`config.mk`:
```
export PLATFORM = sky130hd
export DESIGN_NAME = cascaded_yaw_wheel_pid
export DESIGN_NICKNAME = d
export VERILOG_FILES = /design/src/cywp_pkg.sv /design/src/cywp_regs.sv /design/src/cascaded_yaw_wheel_pid.sv
export SDC_FILE = /design/constraint.sdc
export NUM_CORES = 2
export LEC_CHECK = 0
export ABC_CLOCK_PERIOD_IN_PS = 17000
export BUFFER_PORTS_ARGS = -buffer_cell sky130_fd_sc_hd__buf_2
export CAP_MARGIN = 20
export CELL_PAD_IN_SITES_DETAIL_PLACEMENT = 0
export CELL_PAD_IN_SITES_GLOBAL_PLACEMENT = 1
export CORE_ASPECT_RATIO = 2
export CORE_MARGIN = 2
export CORE_UTILIZATION = 55
export CTS_BUF_LIST = sky130_fd_sc_hd__clkbuf_4 sky130_fd_sc_hd__clkbuf_8 sky130_fd_sc_hd__clkbuf_16
export CTS_CLUSTER_SIZE = 25
export DETAILED_ROUTE_END_ITERATION = 10
export PLACE_DENSITY_LB_ADDON = 0.3
export SLEW_MARGIN = 25
export SYNTH_ARGS = -nofsm -noshare
export SYNTH_HDL_FRONTEND = slang
export SYNTH_SLANG_ARGS = --single-unit
```
`constraint.sdc`:
```
create_clock -name clk -period 17 [get_ports clk]
set_input_delay 0.85 -clock clk [delete_from_list [all_inputs] [get_ports clk]]
set_output_delay 0.85 -clock clk [all_outputs]
set_load 0.02 [all_outputs]
```
`src/cywp_pkg.sv`:
```
// Shared types and constants for the cascaded yaw / wheel PID controller.
// Used by the register block, the top level and the port checker.
package cywp_pkg;

  // Operation codes of a request
  localparam logic [1:0] FUNC_SPEED = 2'd0;
  localparam logic [1:0] FUNC_TURN  = 2'd1;
  localparam logic [1:0] FUNC_CLEAR = 2'd2;

  // Register indexes (byte address = 4 * index)
  localparam logic [2:0] REG_HEADING_MODE = 3'd0;
  localparam logic [2:0] REG_HEADING_KP   = 3'd1;
  localparam logic [2:0] REG_HEADING_KI   = 3'd2;
  localparam logic [2:0] REG_HEADING_KD   = 3'd3;
  localparam logic [2:0] REG_WHEEL_MODE   = 3'd4;
  localparam logic [2:0] REG_WHEEL_KP     = 3'd5;
  localparam logic [2:0] REG_WHEEL_KI     = 3'd6;
  localparam logic [2:0] REG_WHEEL_KD     = 3'd7;

  localparam int ADDR_W = 5;
  localparam int DATA_W = 32;
  localparam int GAIN_W = 16;
  localparam int DUTY_W = 15;

  // Datapath widths
  localparam int NPID  = 3;
  localparam int W40   = 40;           // stored error / sum / output
  localparam int D_W   = 41;           // first differences
  localparam int OP_W  = 43;           // multiplier operand
  localparam int T_W   = 42;           // wheel / heading target
  localparam int LO_W  = 22;           // low operand chunk, unsigned
  localparam int HI_W  = OP_W - LO_W;  // high operand chunk, signed
  localparam int MB_W  = LO_W + 1;
  localparam int PP_W  = GAIN_W + MB_W;
  localparam int ACC_W = 64;

  localparam logic signed [ACC_W-1:0] S40_MAX = (64'sd1 <<< (W40 - 1)) - 64'sd1;
  localparam logic signed [ACC_W-1:0] S40_MIN = -(64'sd1 <<< (W40 - 1));

  typedef struct packed {
    logic                     heading_mode;
    logic signed [GAIN_W-1:0] heading_kp;
    logic signed [GAIN_W-1:0] heading_ki;
    logic signed [GAIN_W-1:0] heading_kd;
    logic                     wheel_mode;
    logic signed [GAIN_W-1:0] wheel_kp;
    logic signed [GAIN_W-1:0] wheel_ki;
    logic signed [GAIN_W-1:0] wheel_kd;
  } cfg_t;

endpackage

```
`src/cywp_regs.sv`:
```
// APB-style configuration registers: modes and Q8.8 gains of the PIDs.
// Depends on cywp_pkg for register indexes and the cfg_t bundle.
module cywp_regs
  import cywp_pkg::*;
(
  input  logic              clk,
  input  logic              rst_n,
  input  logic              psel,
  input  logic              penable,
  input  logic              pwrite,
  input  logic [ADDR_W-1:0] paddr,
  input  logic [DATA_W-1:0] pwdata,
  output logic [DATA_W-1:0] prdata,
  output logic              pready,
  output cfg_t              cfg
);

  cfg_t       cfg_r;
  logic [2:0] idx;
  logic       wr_en;

  assign idx    = paddr[ADDR_W-1:2];
  assign wr_en  = psel & penable & pwrite;
  assign pready = 1'b1;
  assign cfg    = cfg_r;

  always_ff @(posedge clk) begin
    if (!rst_n) begin
      cfg_r <= '0;
    end else if (wr_en) begin
      case (idx)
        REG_HEADING_MODE: cfg_r.heading_mode <= pwdata[0];
        REG_HEADING_KP:   cfg_r.heading_kp   <= pwdata[GAIN_W-1:0];
        REG_HEADING_KI:   cfg_r.heading_ki   <= pwdata[GAIN_W-1:0];
        REG_HEADING_KD:   cfg_r.heading_kd   <= pwdata[GAIN_W-1:0];
        REG_WHEEL_MODE:   cfg_r.wheel_mode   <= pwdata[0];
        REG_WHEEL_KP:     cfg_r.wheel_kp     <= pwdata[GAIN_W-1:0];
        REG_WHEEL_KI:     cfg_r.wheel_ki     <= pwdata[GAIN_W-1:0];
        REG_WHEEL_KD:     cfg_r.wheel_kd     <= pwdata[GAIN_W-1:0];
        default: ;
      endcase
    end
  end

  always_comb begin
    case (idx)
      REG_HEADING_MODE: prdata = {{(DATA_W-1){1'b0}}, cfg_r.heading_mode};
      REG_HEADING_KP:   prdata = {{(DATA_W-GAIN_W){cfg_r.heading_kp[GAIN_W-1]}},
                                  cfg_r.heading_kp};
      REG_HEADING_KI:   prdata = {{(DATA_W-GAIN_W){cfg_r.heading_ki[GAIN_W-1]}},
                                  cfg_r.heading_ki};
      REG_HEADING_KD:   prdata = {{(DATA_W-GAIN_W){cfg_r.heading_kd[GAIN_W-1]}},
                                  cfg_r.heading_kd};
      REG_WHEEL_MODE:   prdata = {{(DATA_W-1){1'b0}}, cfg_r.wheel_mode};
      REG_WHEEL_KP:     prdata = {{(DATA_W-GAIN_W){cfg_r.wheel_kp[GAIN_W-1]}},
                                  cfg_r.wheel_kp};
      REG_WHEEL_KI:     prdata = {{(DATA_W-GAIN_W){cfg_r.wheel_ki[GAIN_W-1]}},
                                  cfg_r.wheel_ki};
      REG_WHEEL_KD:     prdata = {{(DATA_W-GAIN_W){cfg_r.wheel_kd[GAIN_W-1]}},
                                  cfg_r.wheel_kd};
      default:          prdata = '0;
    endcase
  end

endmodule

```
`src/cascaded_yaw_wheel_pid.sv`:
```
// Cascaded yaw / wheel PID drive controller; uses cywp_pkg and cywp_regs.
// Turn requests run three PIDs (heading, left, right), speed requests two,
// clear or an unused code none; each PID takes 15 steps of one sequencer
// around a single 16x23 multiplier and a 64-bit adder. in_ready rises with
// out_valid: one request at a time; a stalled result holds back the next one.
// Synchronous active-low reset clears control state, gains and PID history.
module cascaded_yaw_wheel_pid
  import cywp_pkg::*;
#(
  parameter int DUTY_MAX  = 9999,
  parameter int FRAC_BITS = 8
) (
  input  logic                     clk,
  input  logic                     rst_n,
  input  logic                     in_valid,
  output logic                     in_ready,
  input  logic [1:0]               in_func,
  input  logic signed [15:0]       in_base_speed,
  input  logic signed [9:0]        in_target_yaw,
  input  logic signed [9:0]        in_measured_yaw,
  input  logic signed [15:0]       in_left_count,
  input  logic signed [15:0]       in_right_count,
  output logic                     out_valid,
  input  logic                     out_ready,
  output logic signed [DUTY_W-1:0] out_left_duty,
  output logic signed [DUTY_W-1:0] out_right_duty,
  input  logic                     cfg_psel,
  input  logic                     cfg_penable,
  input  logic                     cfg_pwrite,
  input  logic [ADDR_W-1:0]        cfg_paddr,
  input  logic [DATA_W-1:0]        cfg_pwdata,
  output logic [DATA_W-1:0]        cfg_prdata,
  output logic                     cfg_pready
);

  localparam logic signed [ACC_W-1:0] LIM     = ACC_W'(DUTY_MAX) <<< FRAC_BITS;
  localparam logic signed [ACC_W-1:0] NEG_LIM = -LIM;
  localparam logic signed [W40-1:0]   RND     = W40'((1 << FRAC_BITS) - 1);

  localparam logic [3:0] ST_IDLE = 4'd0;
  localparam logic [3:0] ST_TGT  = 4'd1;
  localparam logic [3:0] ST_ERR  = 4'd2;
  localparam logic [3:0] ST_DIF1 = 4'd3;
  localparam logic [3:0] ST_DIF2 = 4'd4;
  localparam logic [3:0] ST_MLO  = 4'd5;
  localparam logic [3:0] ST_MHI  = 4'd6;
  localparam logic [3:0] ST_MADD = 4'd7;
  localparam logic [3:0] ST_SATI = 4'd8;
  localparam logic [3:0] ST_SATO = 4'd9;
  localparam logic [3:0] ST_FIN  = 4'd10;

  localparam logic [1:0] MUL_KI = 2'd0;
  localparam logic [1:0] MUL_KP = 2'd1;
  localparam logic [1:0] MUL_KD = 2'd2;

  localparam logic [1:0] PID_HEAD  = 2'd0;
  localparam logic [1:0] PID_LEFT  = 2'd1;
  localparam logic [1:0] PID_RIGHT = 2'd2;

  function automatic logic signed [W40-1:0] sat40(input logic signed [ACC_W-1:0] x);
    if (x > S40_MAX) return S40_MAX[W40-1:0];
    else if (x < S40_MIN) return S40_MIN[W40-1:0];
    else return x[W40-1:0];
  endfunction

  // wrap a yaw difference into -180..180, keeping both ends
  function automatic logic signed [8:0] wrap_yaw(input logic signed [11:0] e);
    logic signed [11:0] w;
    if (e > 12'sd900)       w = e - 12'sd1080;
    else if (e > 12'sd540)  w = e - 12'sd720;
    else if (e > 12'sd180)  w = e - 12'sd360;
    else if (e < -12'sd900) w = e + 12'sd1080;
    else if (e < -12'sd540) w = e + 12'sd720;
    else if (e < -12'sd180) w = e + 12'sd360;
    else                    w = e;
    return w[8:0];
  endfunction

  // truncate toward zero, then keep the duty field bits
  function automatic logic signed [DUTY_W-1:0] to_duty(input logic signed [W40-1:0] x);
    logic signed [W40-1:0] s;
    s = x + (x[W40-1] ? RND : '0);
    s = s >>> FRAC_BITS;
    return s[DUTY_W-1:0];
  endfunction

  cfg_t cfg;

  cywp_regs u_regs (
    .clk     (clk),
    .rst_n   (rst_n),
    .psel    (cfg_psel),
    .penable (cfg_penable),
    .pwrite  (cfg_pwrite),
    .paddr   (cfg_paddr),
    .pwdata  (cfg_pwdata),
    .prdata  (cfg_prdata),
    .pready  (cfg_pready),
    .cfg     (cfg)
  );

  // sequencer
  logic [3:0] state_r, state_nxt;
  logic [1:0] k_r, m_r;
  logic       out_valid_r;

  // captured request
  logic [1:0]         func_r;
  logic signed [15:0] base_r, lcnt_r, rcnt_r;
  logic signed [8:0]  yaw_r;

  // working registers
  logic signed [T_W-1:0]   t_r;
  logic signed [W40-1:0]   e0_r;
  logic signed [D_W-1:0]   d1_r, e12_r;
  logic signed [OP_W-1:0]  d2_r, op_r;
  logic signed [PP_W-1:0]  pp_r;
  logic signed [ACC_W-1:0] acc_r;
  logic signed [DUTY_W-1:0] ldut_r, rdut_r;

  // PID history, index 0 heading, 1 left, 2 right
  logic signed [W40-1:0] last_err_r [NPID];
  logic signed [W40-1:0] old_err_r  [NPID];
  logic signed [W40-1:0] integ_r    [NPID];
  logic signed [W40-1:0] pout_r     [NPID];

  logic                    in_acc, mode;
  logic signed [W40-1:0]   e1, e2, isat, osat;
  logic signed [T_W-1:0]   base_s, h_s, t_nxt;
  logic signed [OP_W-1:0]  cnt_s, err_raw;
  logic signed [GAIN_W-1:0] gain;
  logic signed [HI_W-1:0]  op_hi;
  logic signed [MB_W-1:0]  mul_b;
  logic signed [PP_W-1:0]  prod;
  logic signed [11:0]      yaw_diff;

  assign in_ready       = (state_r == ST_IDLE);
  assign in_acc         = in_valid & in_ready;
  assign out_valid      = out_valid_r;
  assign out_left_duty  = ldut_r;
  assign out_right_duty = rdut_r;

  assign e1   = last_err_r[k_r];
  assign e2   = old_err_r[k_r];
  assign mode = (k_r == PID_HEAD) ? cfg.heading_mode : cfg.wheel_mode;

  assign yaw_diff = 12'(in_target_yaw) - 12'(in_measured_yaw);

  assign base_s = T_W'(base_r) <<< FRAC_BITS;
  assign h_s    = (func_r == FUNC_TURN) ? T_W'(pout_r[PID_HEAD]) : '0;

  always_comb begin
    case (k_r)
      PID_HEAD: t_nxt = T_W'(yaw_r) <<< FRAC_BITS;
      PID_LEFT: t_nxt = base_s - h_s;
      default:  t_nxt = base_s + h_s;
    endcase
  end

  always_comb begin
    case (k_r)
      PID_LEFT:  cnt_s = OP_W'(lcnt_r) <<< FRAC_BITS;
      PID_RIGHT: cnt_s = OP_W'(rcnt_r) <<< FRAC_BITS;
      default:   cnt_s = '0;
    endcase
  end

  assign err_raw = OP_W'(t_r) - cnt_s;

  always_comb begin
    case (m_r)
      MUL_KI:  gain = (k_r == PID_HEAD) ? cfg.heading_ki : cfg.wheel_ki;
      MUL_KP:  gain = (k_r == PID_HEAD) ? cfg.heading_kp : cfg.wheel_kp;
      default: gain = (k_r == PID_HEAD) ? cfg.heading_kd : cfg.wheel_kd;
    endcase
  end

  // shared multiplier: gain times low (unsigned) or high (signed) operand chunk
  assign op_hi = op_r[OP_W-1:LO_W];
  assign mul_b = (state_r == ST_MHI) ? MB_W'(op_hi) : $signed({1'b0, op_r[LO_W-1:0]});
  assign prod  = gain * mul_b;

  assign isat = sat40(acc_r);

  always_comb begin
    if (k_r == PID_HEAD)    osat = sat40(acc_r);
    else if (acc_r > LIM)   osat = LIM[W40-1:0];
    else if (acc_r < NEG_LIM) osat = NEG_LIM[W40-1:0];
    else                    osat = acc_r[W40-1:0];
  end

  always_comb begin
    state_nxt = state_r;
    case (state_r)
      ST_IDLE: begin
        if (in_acc) begin
          if (in_func inside {FUNC_TURN, FUNC_SPEED}) state_nxt = ST_TGT;
          else state_nxt = ST_FIN;
        end
      end
      ST_TGT:  state_nxt = ST_ERR;
      ST_ERR:  state_nxt = ST_DIF1;
      ST_DIF1: state_nxt = ST_DIF2;
      ST_DIF2: state_nxt = ST_MLO;
      ST_MLO:  state_nxt = ST_MHI;
      ST_MHI:  state_nxt = ST_MADD;
      ST_MADD: begin
        if (m_r == MUL_KI) state_nxt = ST_SATI;
        else if (m_r == MUL_KP) state_nxt = ST_MLO;
        else state_nxt = ST_SATO;
      end
      ST_SATI: state_nxt = ST_MLO;
      ST_SATO: state_nxt = (k_r == PID_RIGHT) ? ST_FIN : ST_TGT;
      ST_FIN: begin
        if (!out_valid_r || out_ready) state_nxt = ST_IDLE;
      end
      default: state_nxt = ST_IDLE;
    endcase
  end

  always_ff @(posedge clk) begin
    if (!rst_n) begin
      state_r     <= ST_IDLE;
      k_r         <= PID_HEAD;
      m_r         <= MUL_KI;
      out_valid_r <= 1'b0;
    end else begin
      state_r <= state_nxt;
      if (in_acc) begin
        k_r <= (in_func == FUNC_TURN) ? PID_HEAD : PID_LEFT;
      end
      if (state_r == ST_DIF2) m_r <= MUL_KI;
      if (state_r == ST_SATI) m_r <= MUL_KP;
      if (state_r == ST_MADD && m_r == MUL_KP) m_r <= MUL_KD;
      if (state_r == ST_SATO && k_r != PID_RIGHT) k_r <= k_r + 2'd1;
      if (state_r == ST_FIN && (!out_valid_r || out_ready)) out_valid_r <= 1'b1;
      else if (out_ready) out_valid_r <= 1'b0;
    end
  end

  // datapath registers
  always_ff @(posedge clk) begin
    if (in_acc) begin
      func_r <= in_func;
      base_r <= in_base_speed;
      lcnt_r <= in_left_count;
      rcnt_r <= in_right_count;
      yaw_r  <= wrap_yaw(yaw_diff);
    end
    case (state_r)
      ST_TGT: t_r <= t_nxt;
      ST_ERR: e0_r <= sat40(ACC_W'(err_raw));
      ST_DIF1: begin
        d1_r  <= D_W'(e0_r) - D_W'(e1);
        e12_r <= D_W'(e1) - D_W'(e2);
      end
      ST_DIF2: begin
        d2_r  <= OP_W'(d1_r) - OP_W'(e12_r);
        acc_r <= mode ? ACC_W'(integ_r[k_r]) : '0;
        op_r  <= OP_W'(e0_r);
      end
      ST_MLO: pp_r <= prod;
      ST_MHI: begin
        acc_r <= acc_r + (ACC_W'(pp_r) >>> FRAC_BITS);
        pp_r  <= prod;
      end
      ST_MADD: begin
        acc_r <= acc_r + (ACC_W'(pp_r) <<< (LO_W - FRAC_BITS));
        if (m_r == MUL_KP) op_r <= mode ? OP_W'(d1_r) : d2_r;
      end
      ST_SATI: begin
        acc_r <= ACC_W'(isat) + (mode ? '0 : ACC_W'(pout_r[k_r]));
        op_r  <= mode ? OP_W'(e0_r) : OP_W'(d1_r);
      end
      ST_FIN: begin
        if (!out_valid_r || out_ready) begin
          ldut_r <= to_duty(pout_r[PID_LEFT]);
          rdut_r <= to_duty(pout_r[PID_RIGHT]);
        end
      end
      default: ;
    endcase
  end

  // PID history
  always_ff @(posedge clk) begin
    if (!rst_n || (in_acc && in_func == FUNC_CLEAR)) begin
      for (int i = 0; i < NPID; i++) begin
        last_err_r[i] <= '0;
        old_err_r[i]  <= '0;
        integ_r[i]    <= '0;
        pout_r[i]     <= '0;
      end
    end else begin
      if (state_r == ST_SATI) integ_r[k_r] <= isat;
      if (state_r == ST_SATO) begin
        pout_r[k_r]     <= osat;
        old_err_r[k_r]  <= e1;
        last_err_r[k_r] <= e0_r;
      end
    end
  end

endmodule

```
==> flow_metrics.tcl <==
set metrics [dict create \
    cts.hold.buffers_added 0 \
    layout.filler_cells 12800 \
    sinks_on_clock_net 1189 \
    drt-total-wl_um 269000 \
    mostFrequentLayoutCell "sky130_fd_sc_hd__edfxtp_1" \
    worstSetupStartpointType "flop" \
    seq_area_frac_synth_pct 41.3 \
    critPathCaptureType "flop" \
    timing_hold_violations_final 0 \
    netlist_area_mm2 0.0837 \
    clock_latency_ns 0.75 \
    count_of_instances_resized_after_the_clock_tree_is_built 0 \
    antenna_violations_before_repair 13 \
    globalplace.congestion 1.01 \
    vdd_drop_max_v 0.000132 \
    final_net_count 9000 \
    critical_path_class "reg -> reg" \
    power.share.sequential_pct 34.5 \
    cts-root-to-sink-buffers 3 \
    grt_total_ovfl 0 \
    yosys_register_bits 1189 \
    post_synthesis_instance_total 8029 \
    grt_max_degree 87 \
    power_report.internal_total_mw 7.15 \
    final.setup.worst_slack_ns 7.38 \
    chipWidth_um 280 \
    timing.setup.tns_ns 0 \
    arrival_ns 10.11 \
    setup.reg_to_reg.worst_slack_ns 7.38 \
    synth_flop_cell "sky130_fd_sc_hd__edfxtp_1" \
    design.portCount 179 \
    number_of_buffers_added_for_setup_after_cts 0 \
    slew_headroom_pct 24.3 \
    power.share.combinational_pct 43.3 \
    report.final.slew_viol_count 0 \
    rows 202 \
    vias 62900 \
    drtIter0Drc 4724 \
    fin_worst_skew_ns 0.0522 \
    mappedNetlistNets 9007 \
    number_of_global_route_vias_before_repair 66400 \
    power_per_cell_area_mw_per_mm2 133 \
    post-place-ws_ns 7.44 \
    die_footprint_mm2 0.156 \
    detailed_placement_hpwl_um 202000 \
    cts.clk_slew.worst_paths_ns 0.07 \
    total_of_endpoints_with_negative_setup_slack_in_the_final_report 0 \
    switching_power_mw 4.87 \
    tightest_slew_ns 1.14 \
    synthesis.area_per_instance_um2 10.4 \
    timing.final.crit_period_ns 9.62 \
    root_buffer "sky130_fd_sc_hd__clkbuf_16" \
    tritoncts_clock_tree "built" \
    initial_core_util_pct 55.3 \
    die-height_um 556 \
    ys.warnings.count 0 \
    p_clk_share_pct 22.1 \
    grt_setup_unrepaired "no" \
    critPathRequiredTime_ns 17.48 \
    run_status "complete, no violations" \
    worstPathMaxFanout 59 \
    max-cap-violations 0 \
    sw_frac_of_total_pct 40.5 \
    synthToLayoutAreaGrowth_pct 8.01 \
    viasPerCell 6.26 \
    drive_above_1_share_pct 9.93 \
    drc_errors 0 \
    min_period_over_period_pct 56.6 \
    grt_pass1_wl_um 403000 \
    core_area_mm2 0.151 \
    route.antenna.remaining_nets 0 \
    synth_enable_flop_cells 1080 \
    netlist-cell-type-count 115 \
    fmaxAchievable_mhz 104 \
    detail_route.first_pass.iterations 8 \
    clock_buffer_count_from_cts 108 \
    htreeDepth 3 \
    synth-async-reset-ratio_pct 0 \
    wl_per_cell_um 26.7 \
    layout_common_cells "1080 x sky130_fd_sc_hd__edfxtp_1, 853 x sky130_fd_sc_hd__inv_1, 788 x sky130_fd_sc_hd__nor2_1" \
    groute.usage.overall_pct 34.8 \
    power_leakage_nw 37.4 \
    buffer_ports.inserted 159 \
    hp-class "in -> reg" \
]
[power by group through the flow]
stage                     combinational (mW)  clock [mW]  sequential, mW
after floorplan                         3.59           0            4.04
after global placement                  5.08           0            4.19
after detailed placement                5.13           0            4.21
after CTS                               5.16        2.69            4.15
after global routing                    5.64        2.78            4.18
final                                   5.21        2.66            4.15
[critical path: stages (launching register included)]
cell	delay [ns]
sky130_fd_sc_hd__dfxtp_1	0.76
sky130_fd_sc_hd__nor2b_1	0.23
sky130_fd_sc_hd__nand2_4	0.39
sky130_fd_sc_hd__buf_4	0.74
sky130_fd_sc_hd__nand2_1	0.11
sky130_fd_sc_hd__nand2_1	0.54
sky130_fd_sc_hd__nand2_1	0.17
sky130_fd_sc_hd__fa_1	0.61
sky130_fd_sc_hd__fa_1	0.45
sky130_fd_sc_hd__fa_1	0.51
sky130_fd_sc_hd__inv_1	0.06
sky130_fd_sc_hd__fa_1	0.47
sky130_fd_sc_hd__fa_1	0.57
sky130_fd_sc_hd__inv_1	0.06
sky130_fd_sc_hd__fa_1	0.54
sky130_fd_sc_hd__inv_1	0.04
sky130_fd_sc_hd__ha_1	0.38
sky130_fd_sc_hd__a21o_1	0.22
sky130_fd_sc_hd__a21o_1	0.17
sky130_fd_sc_hd__a21o_1	0.19
sky130_fd_sc_hd__o21a_1	0.20
sky130_fd_sc_hd__a2111oi_0	0.41
sky130_fd_sc_hd__o21ai_1	0.33
sky130_fd_sc_hd__a221oi_2	0.48
sky130_fd_sc_hd__o311ai_1	0.20
sky130_fd_sc_hd__a21o_1	0.21
sky130_fd_sc_hd__a21oi_1	0.17
sky130_fd_sc_hd__xnor2_1	0.09
[flip-flops by register name, indices dropped and copies added, names as in the netlist, 42 cells and up, named ones only]
name	cells
old_err_r	160
u_regs.cfg	98
d2_r	42
op_r	42
acc_r	64
t_r	42
pout_r	160
integ_r	160
last_err_r	160
[cell type report]
class	instances	area [um2]	area share [%]
Antenna cell	12	30.0	0.0332
Sequential cell	1189	34600	38.3
Timing Repair Buffer	272	1650	1.83
Tap cell	1938	2420	2.68
Multi-Input combinational cell	5594	44700	49.4
Clock inverter	68	828	0.916
Clock buffer	130	2960	3.28
Inverter	857	3220	3.56
[layer usage]
| layer | GRT usage (%) | vias to the layer above | share of wire [%] |
|---|---|---|---|
| met5 | 0 | - | 0.0089 |
| met4 | 28.1 | 4 | 9.6 |
| met3 | 3.89 | 915 | 4.7 |
| met2 | 64.4 | 2258 | 53 |
| met1 | 35.0 | 31300 | 33 |
| li1 | - | 28500 | - |
[path summary, 6_finish.rpt]
path,from,end,depth (start not counted)
max,state_r[0]$_SDFFE_PN0P_,pp_r[38]$_DFFE_PP_,27
min,in_left_count[14],lcnt_r[14]$_DFFE_PP_,1
max reg2reg,state_r[0]$_SDFFE_PN0P_,pp_r[38]$_DFFE_PP_,27
min reg2reg,u_regs.cfg[12]$_SDFFE_PN0P_,u_regs.cfg[12]$_SDFFE_PN0P_,2
[kinds of logic (layout without fill, tap and decap cells)]
kind of cell	Yosys count	after routing	synth area share, %
AOI/OAI and AO/OA	1770	1770	14.6
xor gates and xnor gates	376	376	3.95
adders and majority gates	864	864	16.2
buffers and inverters	1246	1327	5.72
DFF	1189	1189	41.3
muxes	251	251	5.57
other	1	13	0.00448
and+or+nand+nor	2332	2332	12.6
[synthesized netlist by cell type, types with 45 or more instances]
| cell type | n | area [um2] |
|---|---|---|
| sky130_fd_sc_hd__nand2b_1 | 65 | 407 |
| sky130_fd_sc_hd__inv_1 | 855 | 3210 |
| sky130_fd_sc_hd__nor2_1 | 798 | 3000 |
| sky130_fd_sc_hd__nand2_1 | 793 | 2980 |
| sky130_fd_sc_hd__o221ai_1 | 48 | 420 |
| sky130_fd_sc_hd__xor2_1 | 128 | 1120 |
| sky130_fd_sc_hd__o21ai_0 | 257 | 1290 |
| sky130_fd_sc_hd__clkbuf_1 | 309 | 1160 |
| sky130_fd_sc_hd__mux2i_1 | 53 | 531 |
| sky130_fd_sc_hd__dfxtp_1 | 109 | 2180 |
| sky130_fd_sc_hd__a21boi_0 | 108 | 811 |
| sky130_fd_sc_hd__xnor2_1 | 246 | 2150 |
| sky130_fd_sc_hd__a22oi_1 | 45 | 338 |
| sky130_fd_sc_hd__a21o_1 | 215 | 1610 |
| sky130_fd_sc_hd__fa_1 | 369 | 7390 |
| sky130_fd_sc_hd__and3_1 | 94 | 588 |
| sky130_fd_sc_hd__o21bai_1 | 60 | 450 |
| sky130_fd_sc_hd__nor2b_1 | 123 | 769 |
| sky130_fd_sc_hd__and2_1 | 120 | 751 |
| sky130_fd_sc_hd__mux4_2 | 169 | 3810 |
| sky130_fd_sc_hd__ha_1 | 495 | 6190 |
| sky130_fd_sc_hd__a31oi_1 | 53 | 332 |
| sky130_fd_sc_hd__nand3_1 | 94 | 470 |
| sky130_fd_sc_hd__nand4_1 | 59 | 369 |
| sky130_fd_sc_hd__nor3_1 | 67 | 335 |
| sky130_fd_sc_hd__o21a_1 | 62 | 465 |
| sky130_fd_sc_hd__edfxtp_1 | 1080 | 32400 |
| sky130_fd_sc_hd__a21oi_1 | 465 | 2330 |
| sky130_fd_sc_hd__a222oi_1 | 49 | 490 |
[through the flow]
step                      hold WS (ns)  util (%)  area (um2)  total power, mW  cells
final                            0.290      59.7       90400             12.0  10100
after global routing             0.276      59.7       90400             12.6  10100
after CTS                        0.257      59.7       90400             12.0  10000
after detailed placement         0.470      57.2       86600             9.33   9847
after global placement           0.462      57.2       86500             9.27   9843
after floorplan                  0.448         -       83700             7.63   8029
No activity file was read; power rests on OpenSTA's default activity.
